--- config.mk ---
export PLATFORM = sky130hd
export DESIGN_NAME = smbf_queue
export DESIGN_NICKNAME = d
export VERILOG_FILES = /design/src/hw/rtl/smbf_pkg.sv /design/src/hw/rtl/smbf_queue.sv
export SDC_FILE = /design/constraint.sdc
export NUM_CORES = 1
export LEC_CHECK = 0
export BUFFER_PORTS_ARGS = -buffer_cell sky130_fd_sc_hd__buf_4
export CAP_MARGIN = 20
export CORE_AREA = 8 8 146 134
export DETAILED_ROUTE_END_ITERATION = 7
export DIE_AREA = 0 0 154 142
export HOLD_SLACK_MARGIN = 0.06
export PLACE_DENSITY = 0.82
export SETUP_SLACK_MARGIN = 0.2
export SLEW_MARGIN = 20
export SYNTH_ARGS = -nofsm -noshare
export SYNTH_HDL_FRONTEND = slang
export SYNTH_SLANG_ARGS = --single-unit
--- constraint.sdc ---
create_clock -name clk -period 4 [get_ports clk]
set_input_delay 0.2 -clock clk [delete_from_list [all_inputs] [get_ports clk]]
set_output_delay 0.2 -clock clk [all_outputs]
set_load 0.005 [all_outputs]
--- src/hw/rtl/smbf_pkg.sv ---
// Shared types, constants and the three-tap kernel of the separable 3x3 filter.
package smbf_pkg;

    localparam int SAMPLE_BITS = 16;
    localparam int COL_BITS    = 12;
    localparam int QUEUE_DEPTH = 4;

    localparam logic [12:0] MIN_DIM    = 13'd3;
    localparam logic [12:0] MAX_HEIGHT = 13'd4096;

    // floor(s / 3) == (s * MEAN_RECIP) >> MEAN_SHIFT, exact for s < 2**19
    localparam logic [17:0] MEAN_RECIP = 18'd174763;
    localparam int          MEAN_SHIFT = 19;

    localparam logic [1:0] CFG_IMAGE_WIDTH  = 2'd0;
    localparam logic [1:0] CFG_IMAGE_HEIGHT = 2'd1;
    localparam logic [1:0] CFG_FILTER_MODE  = 2'd2;

    localparam logic [1:0] MODE_MAX = 2'd0;
    localparam logic [1:0] MODE_MIN = 2'd1;

    localparam logic FUNC_DRAIN = 1'b1;

    typedef struct packed {
        logic                   func;
        logic [SAMPLE_BITS-1:0] pixel_value;
    } pix_t;

    typedef struct packed {
        logic [SAMPLE_BITS-1:0] filtered_value;
        logic                   frame_last;
    } res_t;

    typedef struct packed {
        logic [10:0] image_width;
        logic [12:0] image_height;
        logic [1:0]  filter_mode;
    } cfg_t;

    // One queue entry: a drain request, or a pixel request carrying one or two
    // vertical jobs (the second one only at the end of a row).
    typedef struct packed {
        logic                   drain;
        logic                   two;
        logic                   bank;
        logic                   row_zero;
        logic                   row_one;
        logic                   last;
        logic [COL_BITS-1:0]    col;
        logic [SAMPLE_BITS-1:0] a;
        logic [SAMPLE_BITS-1:0] b;
        logic [SAMPLE_BITS-1:0] c;
    } op_t;

    function automatic logic [SAMPLE_BITS-1:0] tap3(
        input logic [1:0]             mode,
        input logic [SAMPLE_BITS-1:0] a,
        input logic [SAMPLE_BITS-1:0] b,
        input logic [SAMPLE_BITS-1:0] c
    );
        logic [SAMPLE_BITS-1:0] m;
        logic [17:0]            s;
        logic [35:0]            prod;
        logic [SAMPLE_BITS-1:0] r;
        begin
            s    = {2'b00, a} + {2'b00, b} + {2'b00, c};
            prod = {18'd0, s} * {18'd0, MEAN_RECIP};
            unique case (mode)
                MODE_MAX:
                begin
                    m = (a > b) ? a : b;
                    r = (m > c) ? m : c;
                end
                MODE_MIN:
                begin
                    m = (a < b) ? a : b;
                    r = (m < c) ? m : c;
                end
                default:
                begin
                    m = a;
                    r = prod[MEAN_SHIFT +: SAMPLE_BITS];
                end
            endcase
            tap3 = r;
        end
    endfunction

endpackage

--- src/hw/rtl/smbf_queue.sv ---
// Short request queue between the front end and the back end.
module smbf_queue (
    input  logic          clk,
    input  logic          rst_n,
    input  logic          push,
    input  smbf_pkg::op_t push_entry,
    output logic          full,
    input  logic          pop,
    output logic          head_valid,
    output smbf_pkg::op_t head
);
    import smbf_pkg::*;

    localparam int PW = $clog2(QUEUE_DEPTH);

    op_t             entries_reg [QUEUE_DEPTH];
    logic [PW-1:0]   wr_ptr_reg, wr_ptr_next;
    logic [PW-1:0]   rd_ptr_reg, rd_ptr_next;
    logic [PW:0]     count_reg, count_next;
    logic            do_push, do_pop;

    assign full       = (count_reg == (PW+1)'(QUEUE_DEPTH));
    assign head_valid = (count_reg != '0);
    assign head       = entries_reg[rd_ptr_reg];
    assign do_push    = push && !full;
    assign do_pop     = pop && head_valid;

    always_comb
    begin
        wr_ptr_next = do_push ? wr_ptr_reg + PW'(1) : wr_ptr_reg;
        rd_ptr_next = do_pop ? rd_ptr_reg + PW'(1) : rd_ptr_reg;
        count_next  = count_reg + (PW+1)'(do_push) - (PW+1)'(do_pop);
    end

    always_ff @(posedge clk or negedge rst_n)
    begin
        if (!rst_n)
        begin
            wr_ptr_reg <= '0;
            rd_ptr_reg <= '0;
            count_reg  <= '0;
        end
        else
        begin
            wr_ptr_reg <= wr_ptr_next;
            rd_ptr_reg <= rd_ptr_next;
            count_reg  <= count_next;
        end
    end

    always_ff @(posedge clk)
    begin
        if (do_push)
            entries_reg[wr_ptr_reg] <= push_entry;
    end

endmodule

==> reports/results.txt <==
Buffers inserted to repair hold after CTS numbered 70. Startpoint of the most critical register-to-register path: count_reg[1]$_DFF_PN0_. The residual antenna-violating net count after detailed routing was 0; the starting density of the core was 58.16%.

The worst register-to-register path ends at count_reg[2]$_DFF_PN0_. The run gives 46 as the number of standard-cell rows in the floorplan. For this run, design rule violations remaining after detail routing come to 0. The number of buffers added by the clock tree synthesis step is 27, and the number of buffer cells added on primary ports is 137.

Data on the critical path is required at its endpoint by 3800 ps. No sink is reached through more buffers than the 3 on the longest clock path. Worst hold endpoint: entries_reg[0][58]$_DFFE_PP_. The max-slew violation count came out at 0. The run gives 359.0 MHz as the highest clock frequency the design can meet. The first global-routing pass estimated 29490 um of wire. For the leakage power of the design, the log shows 4.464 nW. The final net count is 692, and the normalized max-slew margin is 32.21%.

During synthesis, Yosys emitted a total of 0 warnings. At the end of routability-driven placement, the weighted congestion stood at 0.7008. The synthesized area divided by synthesized cell count is 26.00 um2. The flow ran to the end, and the final reports show no timing, DRC or antenna violations. Setup repair after global routing left no endpoint under its margin.

The die covers 21870 um2. The ratio of cells with drive above 1 in the final layout came out at 40.44%. Across the VDD grid, the largest voltage drop is 0.4313 mV.

The portion of the clock cycle consumed by the worst path in the final layout works out to 69.64%. Detailed routing inserted a total of 4781 vias. Between clock sinks in the finished design, the worst skew comes to 4.324 ps. Post-CTS timing repair inserted 0 buffers for setup.

Half-perimeter wire length of the detailed placement result: 11100 um. Synthesis instantiated 22 different standard cells from the library. The slew at the pin closest to its max-slew limit is 1017 ps, and the pin count of the biggest net entering global routing is 68. The global-route usage over all layers is 17.59%. For this block, the routed nets add up to 19180 um of wire. The critical path start-end classification was reg -> out. 138 I/O pins were placed.

The number of antenna diodes in the final layout is 0. Across all hold checks on the routed design, the worst slack comes to 433.2 ps. Summed over all failing endpoints, the final setup total negative slack is 0 ps.

The first-pass iteration count of the detailed router is 4, and the number of flip-flops under the largest register name is 264. The length in cells of the worst reg-to-reg path was 9. The final setup violation count is 0.

Sequential cells were found to cover 80.96% of the synthesized design area. The die boundary width was 154 um. Number of antenna violations at the first check in global routing: 0.

STA puts the critical path data arrival time at 2590 ps. Subtracting the final worst setup slack from the clock period gives 2785 ps. The average wire per cell in the routed design is 22.59 um, and the net count after synthesis is 462.

Leaving out fill and tap cells, the most frequent cell in the layout is sky130_fd_sc_hd__edfxtp_1. In this run, post-CTS repair resized a total of 0 instances. The clock edge transition at the registers on the reported setup and hold paths works out to 60 ps. In the layout the commonest cells are sky130_fd_sc_hd__edfxtp_1 (264), sky130_fd_sc_hd__buf_4 (145), sky130_fd_sc_hd__dlygate4sd3_1 (70).

The gate count of the mapped netlist is 385, and the routed via count divided by cell count is 5.631. The cell sitting at the root of the clock tree is a sky130_fd_sc_hd__clkbuf_16. The final cell count without fillers is 849. STA classifies the critical path endpoint as an output pin.

The worst hold path was traced through 2 stages. Critical hold path startpoint: push_entry[58]. The number of H-tree branching levels is 1, and the area growth from synthesis to layout is 28.08%.

The worst register-to-register path has a setup slack of 1620 ps. The total of flip-flops plus latches after synthesis was 271. The worst-skew pair later-pin latency was 510 ps.

TritonCTS built the clock tree. The first routing iteration left 332 violations. The hold violation total from the final report came out at 0. The biggest fanout along the worst timing path works out to 39. STA classifies the critical path startpoint as a flop. The via count of the first global-routing pass was 5123; the CTS sink count was 271. The die height was 142 um. The worst hold path belongs to the class in -> reg. The run gives 0 as the number of max-cap violations. Power spread over the standard cell area amounts to 702.7 nW/um2.

In this run the cell area of the synthesized design comes to 10010 um2. The number of placed instances, taps included, is 732. The total area inside the core boundary comes to 17210 um2. The power consumption was 9.008 mW; the total congestion overflow was 0.
Yosys cell counts (all sizes together):
cell     number  area (um2)
and3b         4       35.03
buf          15       132.6
dfrtp         7       175.2
edfxtp      264        7928
fa            1       20.02
ha            6       75.07
inv           5       18.77
mux4         66        1486
nand2         1       3.750
nand2b        4       25.02
nand4bb       2       22.52
nor3b         1       12.51
o211ai        2       15.01
o311ai        1       8.760
o31a          1       8.760
or3           1       6.260
xnor2         3       26.28
xor2          1       8.760
cell type report:
type                            count  area [um2]
Multi-Input combinational cell     94        1769
Clock buffer                       29       683.2
Timing Repair Buffer              216        1809
Fill cell                         897        4390
Sequential cell                   271        8110
Clock inverter                     18       157.7
Tap cell                          216       270.3
Inverter                            5       18.77
power breakdown:
group | total [mW] | switching [mW] | internal [mW] | leakage, nW
clock | 2.38 | 0.961 | 1.41 | 0.414
sequential | 4.16 | 0.412 | 3.75 | 2.50
combinational | 2.47 | 1.01 | 1.46 | 1.55
total | 9.01 | 2.38 | 6.62 | 4.46
per-layer routing:
layer  up-vias  wire length [um]  global-route usage, %
li1       2112                 -                      -
met1      2486              7644                  22.23
met2       150              9970                  30.21
met3        33              1241                  4.797
met4         0               325                  3.812
met5         -                 0                      0
worst max-delay path: stages, from the launching register on:
cell and delay [ps]:
sky130_fd_sc_hd__dfrtp_4 930, sky130_fd_sc_hd__buf_12 340, sky130_fd_sc_hd__mux4_2 570, sky130_fd_sc_hd__buf_4 160
cells by family after synthesis:
kind of cell | after synthesis | share of synthesized area (%)
DFF | 271 | 80.96
xor gates and xnor gates | 4 | 0.3501
buffers and inverters | 20 | 1.513
and+or+nand+nor | 13 | 1.050
muxes | 66 | 14.85
adders and majority gates | 7 | 0.9501
AOI/OAI and AO/OA | 4 | 0.3250
how the worst max path moves through the flow:
stage,startpoint,cells after the start,slack (ps),end
global route,rd_ptr_reg[0]$_DFFE_PN0P_,3,1040,head[24]
global placement,rd_ptr_reg[0]$_DFFE_PN0P_,3,1690,head[10]
finish,rd_ptr_reg[0]$_DFFE_PN0P_,3,1210,head[24]
CTS,rd_ptr_reg[0]$_DFFE_PN0P_,3,1140,head[10]
detailed placement,count_reg[1]$_DFF_PN0_,9,1650,count_reg[2]$_DFF_PN0_
floorplan,count_reg[2]$_DFF_PN0_,2,1270,entries_reg[0][0]$_DFFE_PP_
metrics by stage:
stage / cell area, um2 / utilization [%] / setup slack, ps
floorplan: 10010 / - / 1274
global placement: 11280 / 65.53 / 1691
detailed placement: 11280 / 65.53 / 1645
CTS: 12820 / 74.49 / 1139
global route: 12820 / 74.49 / 1038
finish: 12820 / 74.49 / 1215
Power figures use the tool's default switching activity.
