## src/hw/rtl/smbf_pkg.sv

```systemverilog
// Shared types, constants and the three-tap kernel of the separable 3x3 filter.
package smbf_pkg;

    localparam int SAMPLE_BITS = 16;
    localparam int COL_BITS    = 12;
    localparam int QUEUE_DEPTH = 4;

    localparam logic [12:0] MIN_DIM    = 13'd3;
    localparam logic [12:0] MAX_HEIGHT = 13'd4096;

    // floor(s / 3) == (s * MEAN_RECIP) >> MEAN_SHIFT, exact for s < 2**19
    localparam logic [17:0] MEAN_RECIP = 18'd174763;
    localparam int          MEAN_SHIFT = 19;

    localparam logic [1:0] CFG_IMAGE_WIDTH  = 2'd0;
    localparam logic [1:0] CFG_IMAGE_HEIGHT = 2'd1;
    localparam logic [1:0] CFG_FILTER_MODE  = 2'd2;

    localparam logic [1:0] MODE_MAX = 2'd0;
    localparam logic [1:0] MODE_MIN = 2'd1;

    localparam logic FUNC_DRAIN = 1'b1;

    typedef struct packed {
        logic                   func;
        logic [SAMPLE_BITS-1:0] pixel_value;
    } pix_t;

    typedef struct packed {
        logic [SAMPLE_BITS-1:0] filtered_value;
        logic                   frame_last;
    } res_t;

    typedef struct packed {
        logic [10:0] image_width;
        logic [12:0] image_height;
        logic [1:0]  filter_mode;
    } cfg_t;

    // One queue entry: a drain request, or a pixel request carrying one or two
    // vertical jobs (the second one only at the end of a row).
    typedef struct packed {
        logic                   drain;
        logic                   two;
        logic                   bank;
        logic                   row_zero;
        logic                   row_one;
        logic                   last;
        logic [COL_BITS-1:0]    col;
        logic [SAMPLE_BITS-1:0] a;
        logic [SAMPLE_BITS-1:0] b;
        logic [SAMPLE_BITS-1:0] c;
    } op_t;

    function automatic logic [SAMPLE_BITS-1:0] tap3(
        input logic [1:0]             mode,
        input logic [SAMPLE_BITS-1:0] a,
        input logic [SAMPLE_BITS-1:0] b,
        input logic [SAMPLE_BITS-1:0] c
    );
        logic [SAMPLE_BITS-1:0] m;
        logic [17:0]            s;
        logic [35:0]            prod;
        logic [SAMPLE_BITS-1:0] r;
        begin
            s    = {2'b00, a} + {2'b00, b} + {2'b00, c};
            prod = {18'd0, s} * {18'd0, MEAN_RECIP};
            unique case (mode)
                MODE_MAX:
                begin
                    m = (a > b) ? a : b;
                    r = (m > c) ? m : c;
                end
                MODE_MIN:
                begin
                    m = (a < b) ? a : b;
                    r = (m < c) ? m : c;
                end
                default:
                begin
                    m = a;
                    r = prod[MEAN_SHIFT +: SAMPLE_BITS];
                end
            endcase
            tap3 = r;
        end
    endfunction

endpackage

```

## src/hw/rtl/smbf_front.sv

```systemverilog
// Front end: accepts pixel and drain requests, tracks position, builds queue entries.
module smbf_front #(
    parameter int MAX_WIDTH = 1024
) (
    input  logic          clk,
    input  logic          rst_n,
    input  smbf_pkg::cfg_t cfg,
    input  logic          pix_valid,
    input  smbf_pkg::pix_t pix,
    output logic          pix_stall,
    input  logic          q_full,
    output logic          q_push,
    output smbf_pkg::op_t q_entry
);
    import smbf_pkg::*;

    localparam int          CW       = $clog2(MAX_WIDTH);
    localparam logic [12:0] MAX_W13  = 13'(MAX_WIDTH);

    logic [CW-1:0]          col_reg, col_next;
    logic [11:0]            row_reg, row_next;
    logic [CW-1:0]          drain_col_reg, drain_col_next;
    logic                   draining_reg, draining_next;
    logic [SAMPLE_BITS-1:0] rw0_reg, rw0_next;
    logic [SAMPLE_BITS-1:0] rw1_reg, rw1_next;

    logic [12:0]   w_ext, w_eff, h_ext, h_eff;
    logic [CW-1:0] w_last;
    logic [11:0]   h_last;
    logic          accept, row_end, drain_last;

    assign pix_stall = q_full;
    assign accept    = pix_valid && !q_full;

    // width and height saturated into their legal ranges
    always_comb
    begin
        w_ext = {2'b00, cfg.image_width};
        h_ext = cfg.image_height;
        if (w_ext < MIN_DIM)
            w_eff = MIN_DIM;
        else if (w_ext > MAX_W13)
            w_eff = MAX_W13;
        else
            w_eff = w_ext;
        if (h_ext < MIN_DIM)
            h_eff = MIN_DIM;
        else if (h_ext > MAX_HEIGHT)
            h_eff = MAX_HEIGHT;
        else
            h_eff = h_ext;
        w_last = CW'(w_eff - 13'd1);
        h_last = 12'(h_eff - 13'd1);
    end

    assign row_end    = (col_reg >= w_last);
    assign drain_last = (drain_col_reg >= w_last);

    always_comb
    begin
        col_next       = col_reg;
        row_next       = row_reg;
        drain_col_next = drain_col_reg;
        draining_next  = draining_reg;
        rw0_next       = rw0_reg;
        rw1_next       = rw1_reg;
        q_push         = 1'b0;
        q_entry        = '0;
        q_entry.bank   = row_reg[0];
        if (accept)
        begin
            if (pix.func == FUNC_DRAIN)
            begin
                if (draining_reg)
                begin
                    q_push        = 1'b1;
                    q_entry.drain = 1'b1;
                    q_entry.col   = COL_BITS'(drain_col_reg);
                    q_entry.last  = drain_last;
                    if (drain_last)
                    begin
                        draining_next  = 1'b0;
                        drain_col_next = '0;
                        col_next       = '0;
                        row_next       = '0;
                    end
                    else
                    begin
                        drain_col_next = drain_col_reg + CW'(1);
                    end
                end
            end
            else if (!draining_reg)
            begin
                rw1_next = pix.pixel_value;
                if (col_reg != '0)
                begin
                    q_push           = 1'b1;
                    q_entry.two      = row_end;
                    q_entry.row_zero = (row_reg == 12'd0);
                    q_entry.row_one  = (row_reg == 12'd1);
                    q_entry.col      = COL_BITS'(col_reg - CW'(1));
                    q_entry.a        = rw1_reg;
                    q_entry.b        = (col_reg == CW'(1)) ? rw1_reg : rw0_reg;
                    q_entry.c        = pix.pixel_value;
                    rw0_next         = rw1_reg;
                end
                if (row_end)
                begin
                    col_next = '0;
                    if (row_reg >= h_last)
                    begin
                        draining_next  = 1'b1;
                        drain_col_next = '0;
                    end
                    else
                    begin
                        row_next = row_reg + 12'd1;
                    end
                end
                else
                begin
                    col_next = col_reg + CW'(1);
                end
            end
        end
    end

    always_ff @(posedge clk or negedge rst_n)
    begin
        if (!rst_n)
        begin
            col_reg       <= '0;
            row_reg       <= '0;
            drain_col_reg <= '0;
            draining_reg  <= 1'b0;
            rw0_reg       <= '0;
            rw1_reg       <= '0;
        end
        else
        begin
            col_reg       <= col_next;
            row_reg       <= row_next;
            drain_col_reg <= drain_col_next;
            draining_reg  <= draining_next;
            rw0_reg       <= rw0_next;
            rw1_reg       <= rw1_next;
        end
    end

endmodule

```

## config.mk

```make
export PLATFORM = sky130hd
export DESIGN_NAME = smbf_front
export DESIGN_NICKNAME = d
export VERILOG_FILES = /design/src/hw/rtl/smbf_pkg.sv /design/src/hw/rtl/smbf_front.sv
export SDC_FILE = /design/constraint.sdc
export NUM_CORES = 1
export LEC_CHECK = 0
export BUFFER_PORTS_ARGS = -buffer_cell sky130_fd_sc_hd__buf_2
export CORE_MARGIN = 3
export CORE_UTILIZATION = 35
export CTS_CLUSTER_SIZE = 12
export DETAILED_ROUTE_END_ITERATION = 10
export GPL_ROUTABILITY_DRIVEN = 1
export PLACE_DENSITY = 0.66
export SYNTH_ARGS = -nofsm -noshare
export SYNTH_HDL_FRONTEND = slang
export SYNTH_SLANG_ARGS = --single-unit
```

## constraint.sdc

```tcl
create_clock -name clk -period 10.05 [get_ports clk]
set_input_delay 0.5025 -clock clk [delete_from_list [all_inputs] [get_ports clk]]
set_output_delay 0.5025 -clock clk [all_outputs]
set_load 0.03 [all_outputs]
```

==> flow_metrics.env <==
export IMPL_critical_path_startpoint_type="input port"
export IMPL_postSynthRegisterBits=65
export IMPL_power_per_cell_area_nw_per_um2=174.0
export IMPL_clk_path_buf_depth=2
export IMPL_avgViaCountPerCell=5.589
export IMPL_final_layout_size_suffix_gt1_frac=0.2282
export IMPL_report_final_slew_viol_count=0
export IMPL_placedInstanceArea_um2=5936
export IMPL_synth_edf_count=0
export IMPL_grt_first_pass_wirelength_um=22940
export IMPL_avgSynthCellArea_um2=8.695
export IMPL_post_drt_wl_per_cell_um=15.67
export IMPL_pre_cts_slack_ns=4.704
export IMPL_core_region_area_um2=14640
export IMPL_grtUsageTotal=0.1685
export IMPL_worst_path_most_repeated_cell="sky130_fd_sc_hd__ha_1"
export IMPL_globalRoute_totalOverflow=0
export IMPL_timing_final_crit_share=0.5023
export IMPL_clock_tree_from_tritoncts="done"
export IMPL_layout_area_overhead_pct=18.18
export IMPL_reg2reg_slack_ns=6.87
export IMPL_detailedPlacementHpwl_um=10060
export IMPL_endpoint_of_the_worst_register_to_register_path="col_reg[7]"
export IMPL_final_hold_viol_count=0
export IMPL_xor_xnor_cell_area_share_of_the_yosys_netlist=0.02320
export IMPL_placed_cells=869
export IMPL_kind_of_critical_path="input port to flop"
export IMPL_timing_final_crit_period_ns=5.048
export IMPL_worstSkewPairLatency_ns=0.34
export IMPL_dr_total_vias=4946
export IMPL_timing_critical_path_from="cfg[18]"
export IMPL_synth_compound_gate_area_share=0.1875
export IMPL_fmaxAchievable_mhz=198.1
export IMPL_num_rows=44
export IMPL_ir_drop_mv=0.09964
export IMPL_stdcell_count=885
export IMPL_number_of_global_route_vias_before_repair=4487
export IMPL_cts_root_buf="sky130_fd_sc_hd__clkbuf_16"
export IMPL_reg2reg_depth=7
export IMPL_route_antenna_remaining_nets=0
export IMPL_maxCapViolations=0
export IMPL_stdcell_area_um2=6247
export IMPL_wirelength_um=13870
export IMPL_worst_path_max_delay_cell="sky130_fd_sc_hd__nor4_1"
export IMPL_post_cts_buffers=0
export IMPL_worst_clock_skew_ns=0.005729
export IMPL_post_route_worst_setup_slack_ns=5.002
export IMPL_detail_route_drc_violations=0
export IMPL_dominant_combinational_cell_family_by_area_after_synthesis="simple AND/OR/NAND/NOR gates"
export IMPL_timing_final_setup_violations=0
export IMPL_insertedDiodeCount=0
export IMPL_cp_top_family="simple AND/OR/NAND/NOR gates"
export IMPL_chipWidth_um=128.9
export IMPL_post_cts_resize_count=0
export IMPL_worst_endpoint_required_time_ns=10.27
export IMPL_portBuffers=110
export IMPL_die_h_um=128.9
export IMPL_gp_congestion=0.8646
export IMPL_setup_worst_path_end_class="flop"
export IMPL_path_clk_slew_ns=0.06
export IMPL_synth_top_cell_area_share=0.3077
export IMPL_clock_tree_htree_level_count=3
export IMPL_arrival_ns=5.27
export IMPL_floorplan_io_pins=115
export IMPL_cts_sinks=65
export IMPL_setup_repair_after_global_routing_missed_its_margin="false"
export IMPL_post_synth_main_area_contributors="sky130_fd_sc_hd__dfrtp_1 31%, sky130_fd_sc_hd__ha_1 10%, sky130_fd_sc_hd__and3_1 5.0%, sky130_fd_sc_hd__nor2_1 4.8%, sky130_fd_sc_hd__a21oi_1 4.1%"
export IMPL_synth_sequential_area_ratio=0.3077
export IMPL_synthMuxAreaShare=0.1027
export IMPL_initial_utilization=0.3610
export IMPL_post_synth_top_area_cell="sky130_fd_sc_hd__dfrtp_1"
export IMPL_synth_ff_type="sky130_fd_sc_hd__dfrtp_1"
export IMPL_synth_area_um2=5286
export IMPL_cts_made_buffers=9
export IMPL_cp_max_fo=19
export IMPL_firstDrtPassIters=5
export IMPL_ys_async_sr_fraction=1.000
export IMPL_delay_of_the_slowest_cell_on_the_worst_path_ns=0.68
export IMPL_grt_start_max_net_pins=66
export IMPL_rr_startpoint="drain_col_reg[3]"
export IMPL_ys_warn_count=0
export IMPL_adder_and_majority_cell_fraction_of_the_synthesized_area=0.1041
export IMPL_slew_limit_headroom=0.2680
export IMPL_hold_path_class="input port to async pin"
export IMPL_num_fill_cells=1473
export IMPL_cellLeakagePower_nw=3.220
export IMPL_synthesis_instances=608
export IMPL_antenna_found_initial=0
export IMPL_ys_types=63
export IMPL_hold_buffers=0
export IMPL_dieArea_um2=16610
export IMPL_worst_pin_slew_ns=1.095
export IMPL_synth_simple_area_share=0.2312
export IMPL_outcome="complete, no violations"
export IMPL_path_buf_inv=1
export IMPL_drt_iter0_drc=284
export IMPL_crit_path_cell_trace="buf_2 -> or3_1 -> nor4_1 -> o21ai_0 -> ha_1 -> nand2_1 -> a32o_1 -> a21oi_1 -> ha_1 -> a2111oi_0 -> o21ai_1 -> a211oi_2 -> or2_1 -> nor2_1 -> a22o_1"
export IMPL_timing_setup_tns_ns=0
export IMPL_layout_nets=787
layout by cell type (no fill, tap or decap), drive strengths merged, types with 4 or more instances in the layout:
| cell | n |
|---|---|
| or3 | 8 |
| o21ai | 27 |
| ha | 44 |
| clkbuf | 9 |
| xnor2 | 8 |
| mux2i | 16 |
| o311ai | 6 |
| a21o | 7 |
| nand3 | 22 |
| dfrtp | 65 |
| and3 | 42 |
| inv | 19 |
| o31ai | 4 |
| nand2 | 37 |
| o211a | 8 |
| a21oi | 43 |
| nand2b | 6 |
| nor4 | 13 |
| a31oi | 5 |
| buf | 114 |
| nor2b | 4 |
| a211oi | 7 |
| mux2 | 34 |
| nor3 | 14 |
| a22o | 6 |
| xor2 | 6 |
| nor2 | 68 |
| o21a | 5 |
| nand4 | 10 |
| o211ai | 6 |
cells by family (layout without fill, tap and decap cells):
| logic type | after synthesis | in the layout |
|---|---|---|
| simple gates | 239 | 239 |
| compound gates | 142 | 142 |
| flops | 65 | 65 |
| buf+inv | 53 | 145 |
| mux | 50 | 50 |
| fa+ha+maj | 44 | 44 |
| xor+xnor | 14 | 14 |
| other cells | 1 | 2 |
per-layer routing:
layer | wire [um] | global-route usage | part of all wire
met5 | 0 | 0 | 0
met4 | 161 | 0.04262 | 0.012
met3 | 799 | 0.03113 | 0.058
met1 | 6496 | 0.2414 | 0.47
met2 | 6407 | 0.2628 | 0.46
area by class of cell:
class,count,area (um2),share of cell area
repair buffers,114,580.6,0.09293
clock inverters,7,86.33,0.01382
clock buffers,9,225.2,0.03605
flip-flops and latches,65,1627,0.2604
multi-input cells,491,3442,0.5510
well taps,184,230.2,0.03685
inverters,15,56.30,0.009013
per-stage QoR:
stage               hold WS, ns  utilization  total power [mW]
finish                   0.3435       0.4266             1.087
global route             0.3989       0.4266             1.166
CTS                      0.3808       0.4266             1.096
detailed placement       0.4759       0.4053            0.7623
global placement         0.4667       0.4053            0.7535
floorplan                0.2069            -            0.6664
synthesized netlist by cell type, drive strengths merged (3+ instances only):
cell	number
nor2	68
dfrtp	65
ha	44
a21oi	43
and3	42
nand2	37
mux2	34
clkbuf	28
o21ai	27
nand3	22
mux2i	16
inv	15
nor3	14
nor4	13
buf	10
nand4	10
o211a	8
or3	8
xnor2	8
a211oi	7
a21o	7
a22o	6
nand2b	6
o211ai	6
o311ai	6
xor2	6
a31oi	5
o21a	5
nor2b	4
o31ai	4
a22oi	3
a32o	3
and2	3
or2	3
how the worst max path moves through the flow:
stage                        to  slack [ns]  cells past startpoint
CTS                 q_entry[64]        5.02                     13
global route        q_entry[64]        4.58                     13
floorplan           q_entry[64]        5.53                     13
detailed placement   col_reg[6]        4.70                     15
finish               col_reg[7]        5.00                     15
global placement     col_reg[5]        4.75                     15
power by group:
group          switching, mW  internal, mW  leakage [nW]
logic                  0.186         0.165          2.28
clock network          0.131         0.198         0.150
registers             0.0696         0.337         0.787
worst register-to-register path, delay by kind of cell, from the launching register on:
kind,cells,cell delay [ns]
compound gates,4,1.35
simple gates,2,0.95
flops,1,0.43
fa+ha+maj,1,0.33
No activity file was read; power rests on OpenSTA's default activity.
